**src/hdl/byte_stuffed_frame_builder_macros.svh**
```systemverilog
// Assertion helpers for the frame builder
`ifndef BYTE_STUFFED_FRAME_BUILDER_MACROS_SVH
`define BYTE_STUFFED_FRAME_BUILDER_MACROS_SVH

// checked out of reset only
`define BSFB_ASSERT(lbl, prop, msg) \
  lbl: assert property (@(posedge clk_i) disable iff (!rst_ni) prop) else $error(msg);

// checked during reset as well
`define BSFB_ASSERT_ALWAYS(lbl, prop, msg) \
  lbl: assert property (@(posedge clk_i) prop) else $error(msg);

`endif

```
**src/hdl/bsfb_pkg.sv**
```systemverilog
package bsfb_pkg;

  localparam int unsigned QueueDepth = 2;
  localparam int unsigned CfgIdxW    = 3;

  typedef enum logic [CfgIdxW-1:0] {
    CFG_FLAG       = 3'd0,
    CFG_ESCAPE     = 3'd1,
    CFG_FLAG_SUB   = 3'd2,
    CFG_ESCAPE_SUB = 3'd3,
    CFG_ADDRESS    = 3'd4,
    CFG_CTRL_ZERO  = 3'd5,
    CFG_CTRL_ONE   = 3'd6
  } cfg_idx_e;

  localparam logic [7:0] FlagReset      = 8'h7E;
  localparam logic [7:0] EscapeReset    = 8'h7D;
  localparam logic [7:0] FlagSubReset   = 8'h5E;
  localparam logic [7:0] EscapeSubReset = 8'h5D;
  localparam logic [7:0] AddressReset   = 8'h03;
  localparam logic [7:0] CtrlZeroReset  = 8'h00;
  localparam logic [7:0] CtrlOneReset   = 8'h40;

  typedef struct packed {
    logic [7:0] data_byte;
    logic       last_byte;
    logic       send_number;
    logic       empty_frame;
  } in_item_t;

  typedef struct packed {
    logic [7:0] out_byte;
    logic       run_last;
    logic       frame_end;
  } out_item_t;

  typedef struct packed {
    logic [7:0] flag;
    logic [7:0] escape;
    logic [7:0] flag_sub;
    logic [7:0] escape_sub;
    logic [7:0] address;
    logic [7:0] ctrl_zero;
    logic [7:0] ctrl_one;
  } cfg_t;

  // one classified item, as handed from front to back
  typedef struct packed {
    logic       header;
    logic       seq_one;
    logic       has_data;
    logic [7:0] data;
    logic       trailer;
    logic [7:0] bcc;
  } cmd_t;

endpackage

```
**src/hdl/bsfb_front.sv**
```systemverilog
module bsfb_front (
  input  logic               clk_i,
  input  logic               rst_ni,
  input  logic               accept_i,
  input  bsfb_pkg::in_item_t item_i,
  output bsfb_pkg::cmd_t     cmd_o
);

  logic       in_frame_q, in_frame_d;
  logic [7:0] check_q, check_d;
  logic [7:0] folded;

  always_comb begin
    in_frame_d = in_frame_q;
    check_d    = check_q;
    folded     = (in_frame_q ? check_q : 8'h00) ^ item_i.data_byte;

    cmd_o.header   = !in_frame_q;
    cmd_o.seq_one  = item_i.send_number;
    cmd_o.data     = item_i.data_byte;
    cmd_o.has_data = 1'b1;
    cmd_o.trailer  = item_i.last_byte;
    cmd_o.bcc      = folded;

    if (!in_frame_q && item_i.empty_frame) begin
      cmd_o.has_data = 1'b0;
      cmd_o.trailer  = 1'b1;
      cmd_o.bcc      = 8'h00;
    end

    if (accept_i) begin
      if (!in_frame_q && item_i.empty_frame) begin
        in_frame_d = 1'b0;
        check_d    = 8'h00;
      end else if (item_i.last_byte) begin
        in_frame_d = 1'b0;
        check_d    = 8'h00;
      end else begin
        in_frame_d = 1'b1;
        check_d    = folded;
      end
    end
  end

  always_ff @(posedge clk_i or negedge rst_ni) begin
    if (!rst_ni) begin
      in_frame_q <= 1'b0;
      check_q    <= 8'h00;
    end else begin
      in_frame_q <= in_frame_d;
      check_q    <= check_d;
    end
  end

endmodule

```
**src/hdl/bsfb_queue.sv**
```systemverilog
module bsfb_queue #(
  parameter int unsigned Depth = bsfb_pkg::QueueDepth
) (
  input  logic           clk_i,
  input  logic           rst_ni,
  input  logic           push_i,
  input  bsfb_pkg::cmd_t wdata_i,
  input  logic           pop_i,
  output bsfb_pkg::cmd_t rdata_o,
  output logic           not_empty_o,
  output logic           full_o
);

  localparam int unsigned PtrW = $clog2(Depth);
  localparam int unsigned CntW = $clog2(Depth + 1);
  localparam logic [PtrW-1:0] LastPtr = PtrW'(Depth - 1);
  localparam logic [CntW-1:0] FullCnt = CntW'(Depth);

  bsfb_pkg::cmd_t mem_q [Depth];
  logic [PtrW-1:0] wr_ptr_q, rd_ptr_q;
  logic [CntW-1:0] cnt_q;

  assign rdata_o     = mem_q[rd_ptr_q];
  assign not_empty_o = (cnt_q != '0);
  assign full_o      = (cnt_q == FullCnt);

  always_ff @(posedge clk_i) begin
    if (push_i) begin
      mem_q[wr_ptr_q] <= wdata_i;
    end
  end

  always_ff @(posedge clk_i or negedge rst_ni) begin
    if (!rst_ni) begin
      wr_ptr_q <= '0;
      rd_ptr_q <= '0;
      cnt_q    <= '0;
    end else begin
      if (push_i) begin
        wr_ptr_q <= (wr_ptr_q == LastPtr) ? '0 : wr_ptr_q + 1'b1;
      end
      if (pop_i) begin
        rd_ptr_q <= (rd_ptr_q == LastPtr) ? '0 : rd_ptr_q + 1'b1;
      end
      if (push_i && !pop_i) begin
        cnt_q <= cnt_q + 1'b1;
      end else if (pop_i && !push_i) begin
        cnt_q <= cnt_q - 1'b1;
      end
    end
  end

endmodule

```
**src/hdl/bsfb_back.sv**
```systemverilog
module bsfb_back (
  input  logic                clk_i,
  input  logic                rst_ni,
  input  bsfb_pkg::cfg_t      cfg_i,
  input  bsfb_pkg::cmd_t      cmd_i,
  input  logic                cmd_valid_i,
  output logic                pop_o,
  output logic                out_valid_o,
  input  logic                out_stall_i,
  output bsfb_pkg::out_item_t out_o
);

  typedef enum logic [3:0] {
    ST_START,
    ST_FLAG,
    ST_ADDR,
    ST_CTRL,
    ST_BCC1,
    ST_DATA,
    ST_DATA_SUB,
    ST_BCC,
    ST_BCC_SUB,
    ST_CLOSE
  } step_e;

  step_e               state_q, step, next;
  logic                out_valid_q;
  bsfb_pkg::out_item_t out_q;

  logic       advance, done, closing;
  logic [7:0] byte_val, ctrl;
  logic       data_flag, data_stuff, bcc_flag, bcc_stuff;
  logic [7:0] data_sub, bcc_sub;

  always_comb begin
    advance    = cmd_valid_i && (!out_valid_q || !out_stall_i);
    ctrl       = cmd_i.seq_one ? cfg_i.ctrl_one : cfg_i.ctrl_zero;
    data_flag  = (cmd_i.data == cfg_i.flag);
    data_stuff = data_flag || (cmd_i.data == cfg_i.escape);
    data_sub   = data_flag ? cfg_i.flag_sub : cfg_i.escape_sub;
    bcc_flag   = (cmd_i.bcc == cfg_i.flag);
    bcc_stuff  = bcc_flag || (cmd_i.bcc == cfg_i.escape);
    bcc_sub    = bcc_flag ? cfg_i.flag_sub : cfg_i.escape_sub;

    if (state_q == ST_START) begin
      step = cmd_i.header ? ST_FLAG : ST_DATA;
    end else begin
      step = state_q;
    end

    byte_val = cfg_i.flag;
    next     = ST_START;
    done     = 1'b0;
    closing  = 1'b0;

    case (step)
      ST_FLAG: begin
        byte_val = cfg_i.flag;
        next     = ST_ADDR;
      end
      ST_ADDR: begin
        byte_val = cfg_i.address;
        next     = ST_CTRL;
      end
      ST_CTRL: begin
        byte_val = ctrl;
        next     = ST_BCC1;
      end
      ST_BCC1: begin
        byte_val = cfg_i.address ^ ctrl;
        next     = cmd_i.has_data ? ST_DATA : ST_BCC;
      end
      ST_DATA: begin
        if (data_stuff) begin
          byte_val = cfg_i.escape;
          next     = ST_DATA_SUB;
        end else begin
          byte_val = cmd_i.data;
          next     = cmd_i.trailer ? ST_BCC : ST_START;
          done     = !cmd_i.trailer;
        end
      end
      ST_DATA_SUB: begin
        byte_val = data_sub;
        next     = cmd_i.trailer ? ST_BCC : ST_START;
        done     = !cmd_i.trailer;
      end
      ST_BCC: begin
        if (bcc_stuff) begin
          byte_val = cfg_i.escape;
          next     = ST_BCC_SUB;
        end else begin
          byte_val = cmd_i.bcc;
          next     = ST_CLOSE;
        end
      end
      ST_BCC_SUB: begin
        byte_val = bcc_sub;
        next     = ST_CLOSE;
      end
      ST_CLOSE: begin
        byte_val = cfg_i.flag;
        closing  = 1'b1;
        done     = 1'b1;
      end
      default: begin
        done = 1'b1;
      end
    endcase

    pop_o = advance && done;
  end

  always_ff @(posedge clk_i or negedge rst_ni) begin
    if (!rst_ni) begin
      state_q     <= ST_START;
      out_valid_q <= 1'b0;
    end else if (advance) begin
      state_q         <= next;
      out_valid_q     <= 1'b1;
      out_q.out_byte  <= byte_val;
      out_q.run_last  <= done;
      out_q.frame_end <= closing;
    end else if (!out_stall_i) begin
      out_valid_q <= 1'b0;
    end
  end

  assign out_valid_o = out_valid_q;
  assign out_o       = out_q;

endmodule

```
**src/hdl/byte_stuffed_frame_builder.sv**
```systemverilog
// Byte-stuffing frame builder.
// Input channel (in_valid_i / in_stall_o / in_i): one payload byte per item.
// The first item of a frame also produces flag, address, control, BCC1; an
// item with last_byte set closes the frame with stuffed BCC2 and the flag.
// empty_frame on the first item produces a complete frame with no payload.
// Output channel (out_valid_o / out_stall_i / out_o): one byte per item;
// run_last marks the final byte belonging to an input item, frame_end marks
// the closing flag.
// An accepted item is written into the command queue; the back-end builds its
// output bytes from the queue head and registers each one onto out_o.
// Throughput: one output byte per cycle from the back-end sequencer while
// out_stall_i is low, so an input item yields 1 byte (plain byte), 2 (stuffed),
// up to 9 (header, stuffed byte, stuffed BCC2, flag). A two-entry command queue lets inputs
// arrive while earlier items are still being emitted.
// When out_stall_i is held the output item holds, the queue fills and
// in_stall_o rises. Reset empties the queue, clears frame state and loads
// the default flag/escape/address/control values. Configuration writes
// (cfg_valid_i / cfg_ready_o) are always taken; use them only while idle.
`include "byte_stuffed_frame_builder_macros.svh"

module byte_stuffed_frame_builder #(
  parameter int unsigned QueueDepth = bsfb_pkg::QueueDepth
) (
  input  logic                         clk_i,
  input  logic                         rst_ni,
  input  logic                         in_valid_i,
  output logic                         in_stall_o,
  input  bsfb_pkg::in_item_t           in_i,
  output logic                         out_valid_o,
  input  logic                         out_stall_i,
  output bsfb_pkg::out_item_t          out_o,
  input  logic                         cfg_valid_i,
  output logic                         cfg_ready_o,
  input  logic [bsfb_pkg::CfgIdxW-1:0] cfg_index_i,
  input  logic [7:0]                   cfg_data_i
);

  bsfb_pkg::cfg_t cfg_q;
  bsfb_pkg::cmd_t front_cmd, head_cmd;
  logic           accept, queue_full, head_valid, pop;

  assign cfg_ready_o = 1'b1;

  always_ff @(posedge clk_i or negedge rst_ni) begin
    if (!rst_ni) begin
      cfg_q.flag       <= bsfb_pkg::FlagReset;
      cfg_q.escape     <= bsfb_pkg::EscapeReset;
      cfg_q.flag_sub   <= bsfb_pkg::FlagSubReset;
      cfg_q.escape_sub <= bsfb_pkg::EscapeSubReset;
      cfg_q.address    <= bsfb_pkg::AddressReset;
      cfg_q.ctrl_zero  <= bsfb_pkg::CtrlZeroReset;
      cfg_q.ctrl_one   <= bsfb_pkg::CtrlOneReset;
    end else if (cfg_valid_i) begin
      case (cfg_index_i)
        bsfb_pkg::CFG_FLAG:       cfg_q.flag       <= cfg_data_i;
        bsfb_pkg::CFG_ESCAPE:     cfg_q.escape     <= cfg_data_i;
        bsfb_pkg::CFG_FLAG_SUB:   cfg_q.flag_sub   <= cfg_data_i;
        bsfb_pkg::CFG_ESCAPE_SUB: cfg_q.escape_sub <= cfg_data_i;
        bsfb_pkg::CFG_ADDRESS:    cfg_q.address    <= cfg_data_i;
        bsfb_pkg::CFG_CTRL_ZERO:  cfg_q.ctrl_zero  <= cfg_data_i;
        bsfb_pkg::CFG_CTRL_ONE:   cfg_q.ctrl_one   <= cfg_data_i;
        default: begin
        end
      endcase
    end
  end

  assign in_stall_o = queue_full;
  assign accept     = in_valid_i && !queue_full;

  bsfb_front u_front (
    .clk_i    (clk_i),
    .rst_ni   (rst_ni),
    .accept_i (accept),
    .item_i   (in_i),
    .cmd_o    (front_cmd)
  );

  bsfb_queue #(
    .Depth (QueueDepth)
  ) u_queue (
    .clk_i       (clk_i),
    .rst_ni      (rst_ni),
    .push_i      (accept),
    .wdata_i     (front_cmd),
    .pop_i       (pop),
    .rdata_o     (head_cmd),
    .not_empty_o (head_valid),
    .full_o      (queue_full)
  );

  bsfb_back u_back (
    .clk_i       (clk_i),
    .rst_ni      (rst_ni),
    .cfg_i       (cfg_q),
    .cmd_i       (head_cmd),
    .cmd_valid_i (head_valid),
    .pop_o       (pop),
    .out_valid_o (out_valid_o),
    .out_stall_i (out_stall_i),
    .out_o       (out_o)
  );

  `BSFB_ASSERT(a_close_is_last, out_valid_o && out_o.frame_end |-> out_o.run_last, "closing flag not last")
  `BSFB_ASSERT_ALWAYS(a_full_means_busy, in_stall_o |-> out_valid_o, "queue full while output idle")
  `BSFB_ASSERT(a_pop_needs_slot, pop |=> out_valid_o && out_o.run_last, "queue pop without final byte")

endmodule
```
**config.mk**
```make
export PLATFORM = sky130hd
export DESIGN_NAME = byte_stuffed_frame_builder
export DESIGN_NICKNAME = d
export VERILOG_FILES = /design/src/hdl/bsfb_pkg.sv /design/src/hdl/bsfb_front.sv /design/src/hdl/bsfb_queue.sv /design/src/hdl/bsfb_back.sv /design/src/hdl/byte_stuffed_frame_builder.sv
export VERILOG_INCLUDE_DIRS = /design/src /design/src/hdl
export SDC_FILE = /design/constraint.sdc
export NUM_CORES = 1
export LEC_CHECK = 0
export BUFFER_PORTS_ARGS = -buffer_cell sky130_fd_sc_hd__buf_2
export CELL_PAD_IN_SITES_DETAIL_PLACEMENT = 1
export CELL_PAD_IN_SITES_GLOBAL_PLACEMENT = 1
export CORE_UTILIZATION = 30
export CTS_CLUSTER_SIZE = 25
export DETAILED_ROUTE_END_ITERATION = 10
export HOLD_SLACK_MARGIN = 0.1
export PLACE_DENSITY = 0.6
export SLEW_MARGIN = 25
export SYNTH_ARGS = -nofsm -noshare
export SYNTH_HDL_FRONTEND = slang
export SYNTH_SLANG_ARGS = --single-unit
```
**constraint.sdc**
```tcl
create_clock -name clk_i -period 3.65 [get_ports clk_i]
set_input_delay 0.1825 -clock clk_i [delete_from_list [all_inputs] [get_ports clk_i]]
set_output_delay 0.1825 -clock clk_i [all_outputs]
set_load 0.02 [all_outputs]
```
==> run_results.csv, run 1 <==
group,metric,value,unit
floorplanning,die_h,148,µm
routing,wl_met1,7710,µm
sta,timing_hold_violations_final,0,
clock_tree,htree_num_levels,4,
routing,dr_total_vias,4312,
sta,finalMaxSlewViolations,0,
worst_setup_path,rr_endpoint,"u_back.out_o[3]$_DFFE_PP_",
floorplanning,dieWidth,148,µm
worst_setup_path,critical-path-top-delay-family,"simple AND/OR/NAND/NOR gates",
sta,finalSetupTns,0,ns
floorplanning,io_pins,40,
synthesis,async_reset_ff_share,59.7,%
placement,place.gp.congestion,0.840,
worst_setup_path,critical_path_class,"reg2reg",
layout,multiInputGateArea,2880,µm²
layout,syn2layout_area_growth,19.7,%
clock_tree,path_clk_slew,0.06,ns
global_routing,grt_pass1_wl,26500,µm
routing,dr.max_layer_used,"met4",
routing,detail_route.first_pass.iterations,4,
layout,layout-drive-gt1-share,31.4,%
routing,met2_length,7740,µm
worst_setup_path,cpPeakStageDelay,0.64,ns
worst_setup_path,reg2reg_from,"u_queue.rd_ptr_q$_DFFE_PN0P_",
synthesis,synth_area_per_cell,12.0,µm²
synthesis,synth_cells,531,
worst_setup_path,crit_chain,"buf_4 > mux2i_1 > xnor2_1 > nor4_1 > nand2_2 > mux2_2 > o221ai_1 > o32a_1",
power,powerDensity,830,nW/µm²
routing,drc,0,
synthesis,synth_edf_count,50,
routing,wl_met3,466,µm
power,ir_drop,0.329,mV
clock_tree,clock-root-buffer,"clkbuf_16",
synthesis,synth_flop_cell,"edfxtp_1",
global_routing,overflow,0,
worst_hold_path,hold_class,"in2reg",
clock_tree,clock-sinks,124,
power,power,6.35,mW
worst_hold_path,hp-start,"cfg_data_i[7]",
worst_setup_path,worst-path-buf-inv,1,
floorplanning,start_util,30.5,%
global_routing,grt_pass1_vias,4656,
global_routing,antenna_found_initial,0,
synthesis,syn_nets,559,
floorplanning,coreArea,21000,µm²
worst_hold_path,holdPathEnd,"cfg_q[31]$_DFFE_PN0P_",
sta,slew_headroom,27.5,%
flow_run,cap_violations,0,
floorplanning,rows,53,
placement,placed_area,6910,µm²
routing,routedWlPerCell,18.5,µm
worst_setup_path,reg2reg_depth,8,
worst_setup_path,crit_start,"u_queue.rd_ptr_q$_DFFE_PN0P_",
layout,mostFrequentLayoutCells,"mux2_2, nand2_1, edfxtp_1",
run_status,run_status,"completed",
synthesis,yosys_warnings,0,
synthesis,synth_cell_types,51,
layout,diodes,0,
worst_setup_path,start_kind,"register",
sta,worst_slew_pin_slew,1.08,ns
sta,period_needed,3.27,ns
synthesis,ys_ff_latch,124,
routing,ant_nets,0,
power,p_leak,2.89,nW
worst_setup_path,worstPathArrival,3.44,ns
global_routing,grt_usage,16.1,%
clock_tree,cts_tree,"built",
layout,fin_cells,881,
clock_tree,ctsResizeCount,0,
layout,ff_latch_area,3380,µm²
routing,drt_wl_total,16300,µm
worst_setup_path,end_kind,"register",
sta,fin_skew,0.0182,ns
clock_tree,cts_buffers,17,
global_routing,grt_max_degree,75,
layout,finalInstanceArea,7660,µm²
worst_setup_path,cp_max_fo,10,
worst_setup_path,cp.required,3.81,ns
layout,fin_nets,621,
worst_hold_path,hold_depth,2,
worst_setup_path,slowest_stage,"dfrtp_1",
floorplanning,fp.dieArea,21900,µm²
sta,rsz0062_at_grt,"false",
synthesis,syn_area,6400,µm²
layout,final_common_cell,"mux2_2",
clock_tree,clockBufferDepth,2,
sta,setup_ws,0.376,ns
placement,hpwl,12100,µm
sta,finalSetupViolCount,0,
layout,nFillCells,2299,
placement,portBuffers,38,
sta,final.period_utilization,89.7,%
routing,viasPerCell,4.89,
placement,pre_cts_slack,0.383,ns
worst_setup_path,regToRegSetupSlack,0.38,ns
clock_tree,clk_latency,0.43,ns
synthesis,ys_seq_area_share,52.9,%
routing,drt_iter0_drc,213,
placement,dp_cells,836,
sta,fmax,305,MHz
final cells by class:
class / instances / area share [%]
Clock buffer: 20 / 6.10
Clock inverter: 12 / 1.88
Multi-Input combinational cell: 380 / 37.6
Tap cell: 275 / 4.49
Timing Repair Buffer: 62 / 5.34
Sequential cell: 124 / 44.2
Inverter: 8 / 0.392
worst max-delay path by stage:
stage / end / depth (start not counted)
final: u_back.out_o[3]$_DFFE_PP_ / 8
after detailed placement: u_back.out_o[6]$_DFFE_PP_ / 8
after global placement: u_back.out_o[6]$_DFFE_PP_ / 8
after floorplan: u_queue.cnt_q[1]$_DFFE_PN0P_ / 12
after CTS: u_back.out_o[3]$_DFFE_PP_ / 8
after global routing: u_back.out_o[7]$_DFFE_PP_ / 8
power by group:
part / switching [mW] / internal, mW / total (mW) / leakage [nW]
registers: 0.381 / 1.99 / 2.37 / 1.33
logic: 1.26 / 0.991 / 2.25 / 1.27
clock network: 0.611 / 1.12 / 1.73 / 0.293
kinds of logic after synthesis:
logic type	after synthesis	synth area share, %
AO/OA/AOI/OAI	101	10.5
other	1	0.0586
multiplexers	101	17.7
XOR/XNOR	53	7.26
buffers and inverters	27	2.25
adder cells (fa/ha/maj)	1	0.196
flip-flops	124	52.9
AND/OR/NAND/NOR	123	9.08
through the flow:
step / utilization, % / hold WS, ns
floorplan: - / -0.113
global route: 36.5 / 0.113
CTS: 36.5 / 0.106
global placement: 33.0 / 0.375
detailed placement: 33.0 / 0.379
finish: 36.5 / 0.120
what timing repair did:
action	CTS	global route
setup buffers	0	0
hold buffers	13	0
hold endpoints to repair	82	0
cell usage after synthesis (5+ instances only):
| cell type | count | share of area (%) |
|---|---|---|
| o21ai_0 | 37 | 2.9 |
| dfstp_2 | 25 | 10 |
| a31oi_1 | 6 | 0.59 |
| clkbuf_1 | 14 | 0.82 |
| a21oi_1 | 13 | 1.0 |
| nand2_1 | 57 | 3.3 |
| inv_1 | 7 | 0.41 |
| mux2_2 | 69 | 12 |
| nor2b_1 | 8 | 0.78 |
| mux2i_1 | 25 | 3.9 |
| nor2_1 | 23 | 1.3 |
| nor4_1 | 7 | 0.68 |
| o221ai_1 | 5 | 0.68 |
| nor3_1 | 7 | 0.55 |
| xor2_1 | 11 | 1.5 |
| xnor2_1 | 42 | 5.8 |
| dfrtp_1 | 49 | 19 |
| o21a_1 | 13 | 1.5 |
| edfxtp_1 | 50 | 23 |
| mux2i_2 | 6 | 1.3 |
state kept, by name, summed over array words and instances, names as in the netlist:
name / flops
cfg_q: 56
u_queue.mem_q: 40
u_back.out_o: 10
u_front.check_q: 8
u_back.state_q: 4
u_queue.cnt_q: 2
u_back.out_valid_o: 1
u_front.in_frame_q: 1
u_queue.rd_ptr_q: 1
u_queue.wr_ptr_q: 1
worst register-to-register path, delay by kind of cell (launching register included):
family / cells / cell delay (ns)
compound gates: 2 / 0.48
simple gates: 2 / 0.74
xor+xnor: 1 / 0.16
buf+inv: 1 / 0.27
mux: 2 / 0.73
flops: 1 / 0.64
routing by layer:
layer  global-route usage [%]  vias to the layer above
li1                         -                     2069
met1                     20.6                     2152
met2                     25.9                       67
met3                     4.07                       24
met4                     6.13                        0
met5                        0                        -
(Power assumes the default switching activity.)
==> inputs of run 2 (changes only) <==
PLACE_DENSITY = 0.65   (was 0.6)
==> run 2 against run 1 <==
Sequential share of layout area about the same. Clock power decreased by 5%. Global-route usage down 0.34 points. Count of clock-buffer cells in the layout rose by 3. Critical endpoint is now u_back.out_o[8]$_DFFE_PP_. Largest power group unchanged. Highest routed layer unchanged.
==> run_results.csv, run 2 (synthesis gave the netlist of run 1 again) <==
group,metric,value,unit
clock_tree,ctsResizeCount,0,
routing,ant_nets,0,
worst_hold_path,hold_depth,2,
routing,drt_iter0_drc,167,
floorplanning,io_pins,40,
sta,worst_slew_pin_slew,1.01,ns
worst_setup_path,critical_path_class,"reg2reg",
worst_hold_path,holdPathEnd,"u_queue.mem_q[1][17]$_DFFE_PP_",
worst_setup_path,rr_endpoint,"u_back.out_o[8]$_DFFE_PP_",
worst_setup_path,reg2reg_from,"u_queue.rd_ptr_q$_DFFE_PN0P_",
clock_tree,clk_latency,0.42,ns
worst_setup_path,end_kind,"register",
worst_setup_path,worstPathArrival,3.19,ns
floorplanning,rows,53,
worst_setup_path,reg2reg_depth,8,
clock_tree,cts_tree,"built",
floorplanning,fp.dieArea,21900,µm²
power,ir_drop,0.381,mV
power,p_clk_share,26.3,%
power,seqPwrFrac,37.5,%
layout,final_common_cell,"mux2_2",
power,p_leak,2.90,nW
layout,layout-drive-gt1-share,31.5,%
clock_tree,cts_hold_buf,16,
power,power,6.25,mW
layout,fin_cells,881,
global_routing,grt_pass1_wl,26200,µm
power,powerDensity,817,nW/µm²
clock_tree,clock-root-buffer,"clkbuf_16",
clock_tree,clock-sinks,124,
clock_tree,cts_buffers,17,
sta,finalSetupTns,0,ns
layout,top_register,"cfg_q",
worst_setup_path,slowest_stage,"mux2i_1",
worst_setup_path,regToRegSetupSlack,0.63,ns
clock_tree,path_clk_slew,0.06,ns
floorplanning,coreArea,21000,µm²
placement,placed_area,6890,µm²
routing,viasPerCell,4.95,
routing,detail_route.first_pass.iterations,4,
power,power.switching,2.25,mW
routing,drc,0,
flow_run,cap_violations,0,
sta,finalSetupViolCount,0,
worst_setup_path,cp.required,3.81,ns
sta,rsz0062_at_grt,"false",
sta,period_needed,3.02,ns
worst_hold_path,hold_class,"in2reg",
sta,fmax,331,MHz
power,internal-power,4.01,mW
clock_tree,cts_setup_buffers,0,
sta,fin_skew,0.00736,ns
routing,drt_wl_total,16100,µm
global_routing,antenna_found_initial,0,
power,pwr-share-comb,36.1,%
layout,fin_nets,621,
sta,timing_hold_violations_final,0,
worst_setup_path,cp_max_fo,21,
placement,place.gp.congestion,0.813,
layout,largest_reg_flops,56,
worst_hold_path,hp-start,"in_i[0]",
worst_setup_path,cpPeakStageDelay,0.50,ns
clock_tree,clockBufferDepth,2,
floorplanning,dieWidth,148,µm
sta,slew_headroom,32.0,%
placement,dp_cells,833,
worst_setup_path,start_kind,"register",
layout,mostFrequentLayoutCells,"mux2_2, nand2_1, edfxtp_1",
layout,syn2layout_area_growth,19.7,%
floorplanning,start_util,30.5,%
sta,finalMaxSlewViolations,0,
sta,final.period_utilization,82.8,%
power,switching_share,35.9,%
placement,hpwl,11700,µm
global_routing,grt_usage,15.7,%
placement,portBuffers,38,
layout,diodes,0,
routing,dr_total_vias,4363,
floorplanning,die_h,148,µm
layout,finalInstanceArea,7660,µm²
run_status,run_status,"completed",
global_routing,overflow,0,
worst_setup_path,crit_chain,"buf_4 > mux2i_1 > xnor2_1 > nor4_1 > nand2_2 > mux2_2 > o221ai_1 > o32a_1",
clock_tree,htree_num_levels,4,
routing,routedWlPerCell,18.2,µm
global_routing,grt_max_degree,75,
global_routing,grt_pass1_vias,4672,
[run 2: changes by cell type in the layout (fill, tap and decap cells not counted), moves of 3 or more]
cell / before / now
buf_4: 11 / 8
bufinv_16: 3 / 0
clkbuf_16: 17 / 20
clkinv_2: 3 / 6
dlygate4sd3_1: 13 / 16
[run 2: per-stage QoR]
step           utilization [%]  worst slack, ns  hold WS (ns)
6_report                  36.5            0.628         0.120
5_1_grt                   36.5            0.425         0.130
4_1_cts                   36.5            0.610         0.109
3_5_place_dp              32.9            0.626         0.377
3_3_place_gp              32.9            0.680         0.376
2_1_floorplan                -             1.11        -0.113
[run 2: routing by layer]
metal | vias to the layer above | global-route usage, % | routed length [µm]
li1 | 2066 | - | -
met1 | 2202 | 20.8 | 7510
met2 | 69 | 25.6 | 7770
met3 | 26 | 3.15 | 528
met4 | 0 | 5.36 | 253
met5 | - | 0 | 0
[run 2: worst max-delay path, delay by kind of cell (launching register included)]
kind | cells | cell delay, ns
compound gates | 2 | 0.49
xor+xnor | 1 | 0.12
buf+inv | 1 | 0.37
flops | 1 | 0.32
mux | 2 | 0.79
simple gates | 2 | 0.67
[run 2: power groups by stage]
stage	sequential (mW)	combinational [mW]	clock [mW]
floorplan	2.26	1.69	0
global placement	2.34	2.19	0
detailed placement	2.37	2.26	0
CTS	2.35	2.28	1.69
global route	2.41	2.49	1.75
finish	2.35	2.26	1.65
[run 2: cell type report]
class,instances,area (µm²)
clock buffers,23,542
clock inverters,9,52.6
fillers,2330,13300
inverters,8,30.0
multi-input cells,380,2890
flip-flops and latches,124,3380
well taps,275,344
repair buffers,62,417
[run 2: worst max-delay path by stage]
stage / start / to / slack (ns) / cells past startpoint
6_report: u_queue.rd_ptr_q$_DFFE_PN0P_ / u_back.out_o[8]$_DFFE_PP_ / 0.63 / 8
4_1_cts: u_queue.rd_ptr_q$_DFFE_PN0P_ / u_back.out_o[8]$_DFFE_PP_ / 0.61 / 8
3_5_place_dp: u_queue.rd_ptr_q$_DFFE_PN0P_ / u_back.out_o[8]$_DFFE_PP_ / 0.63 / 8
2_1_floorplan: u_queue.rd_ptr_q$_DFFE_PN0P_ / u_queue.cnt_q[1]$_DFFE_PN0P_ / 1.11 / 12
5_1_grt: u_queue.rd_ptr_q$_DFFE_PN0P_ / u_queue.cnt_q[1]$_DFFE_PN0P_ / 0.43 / 12
3_3_place_gp: u_queue.rd_ptr_q$_DFFE_PN0P_ / u_back.out_o[8]$_DFFE_PP_ / 0.68 / 8
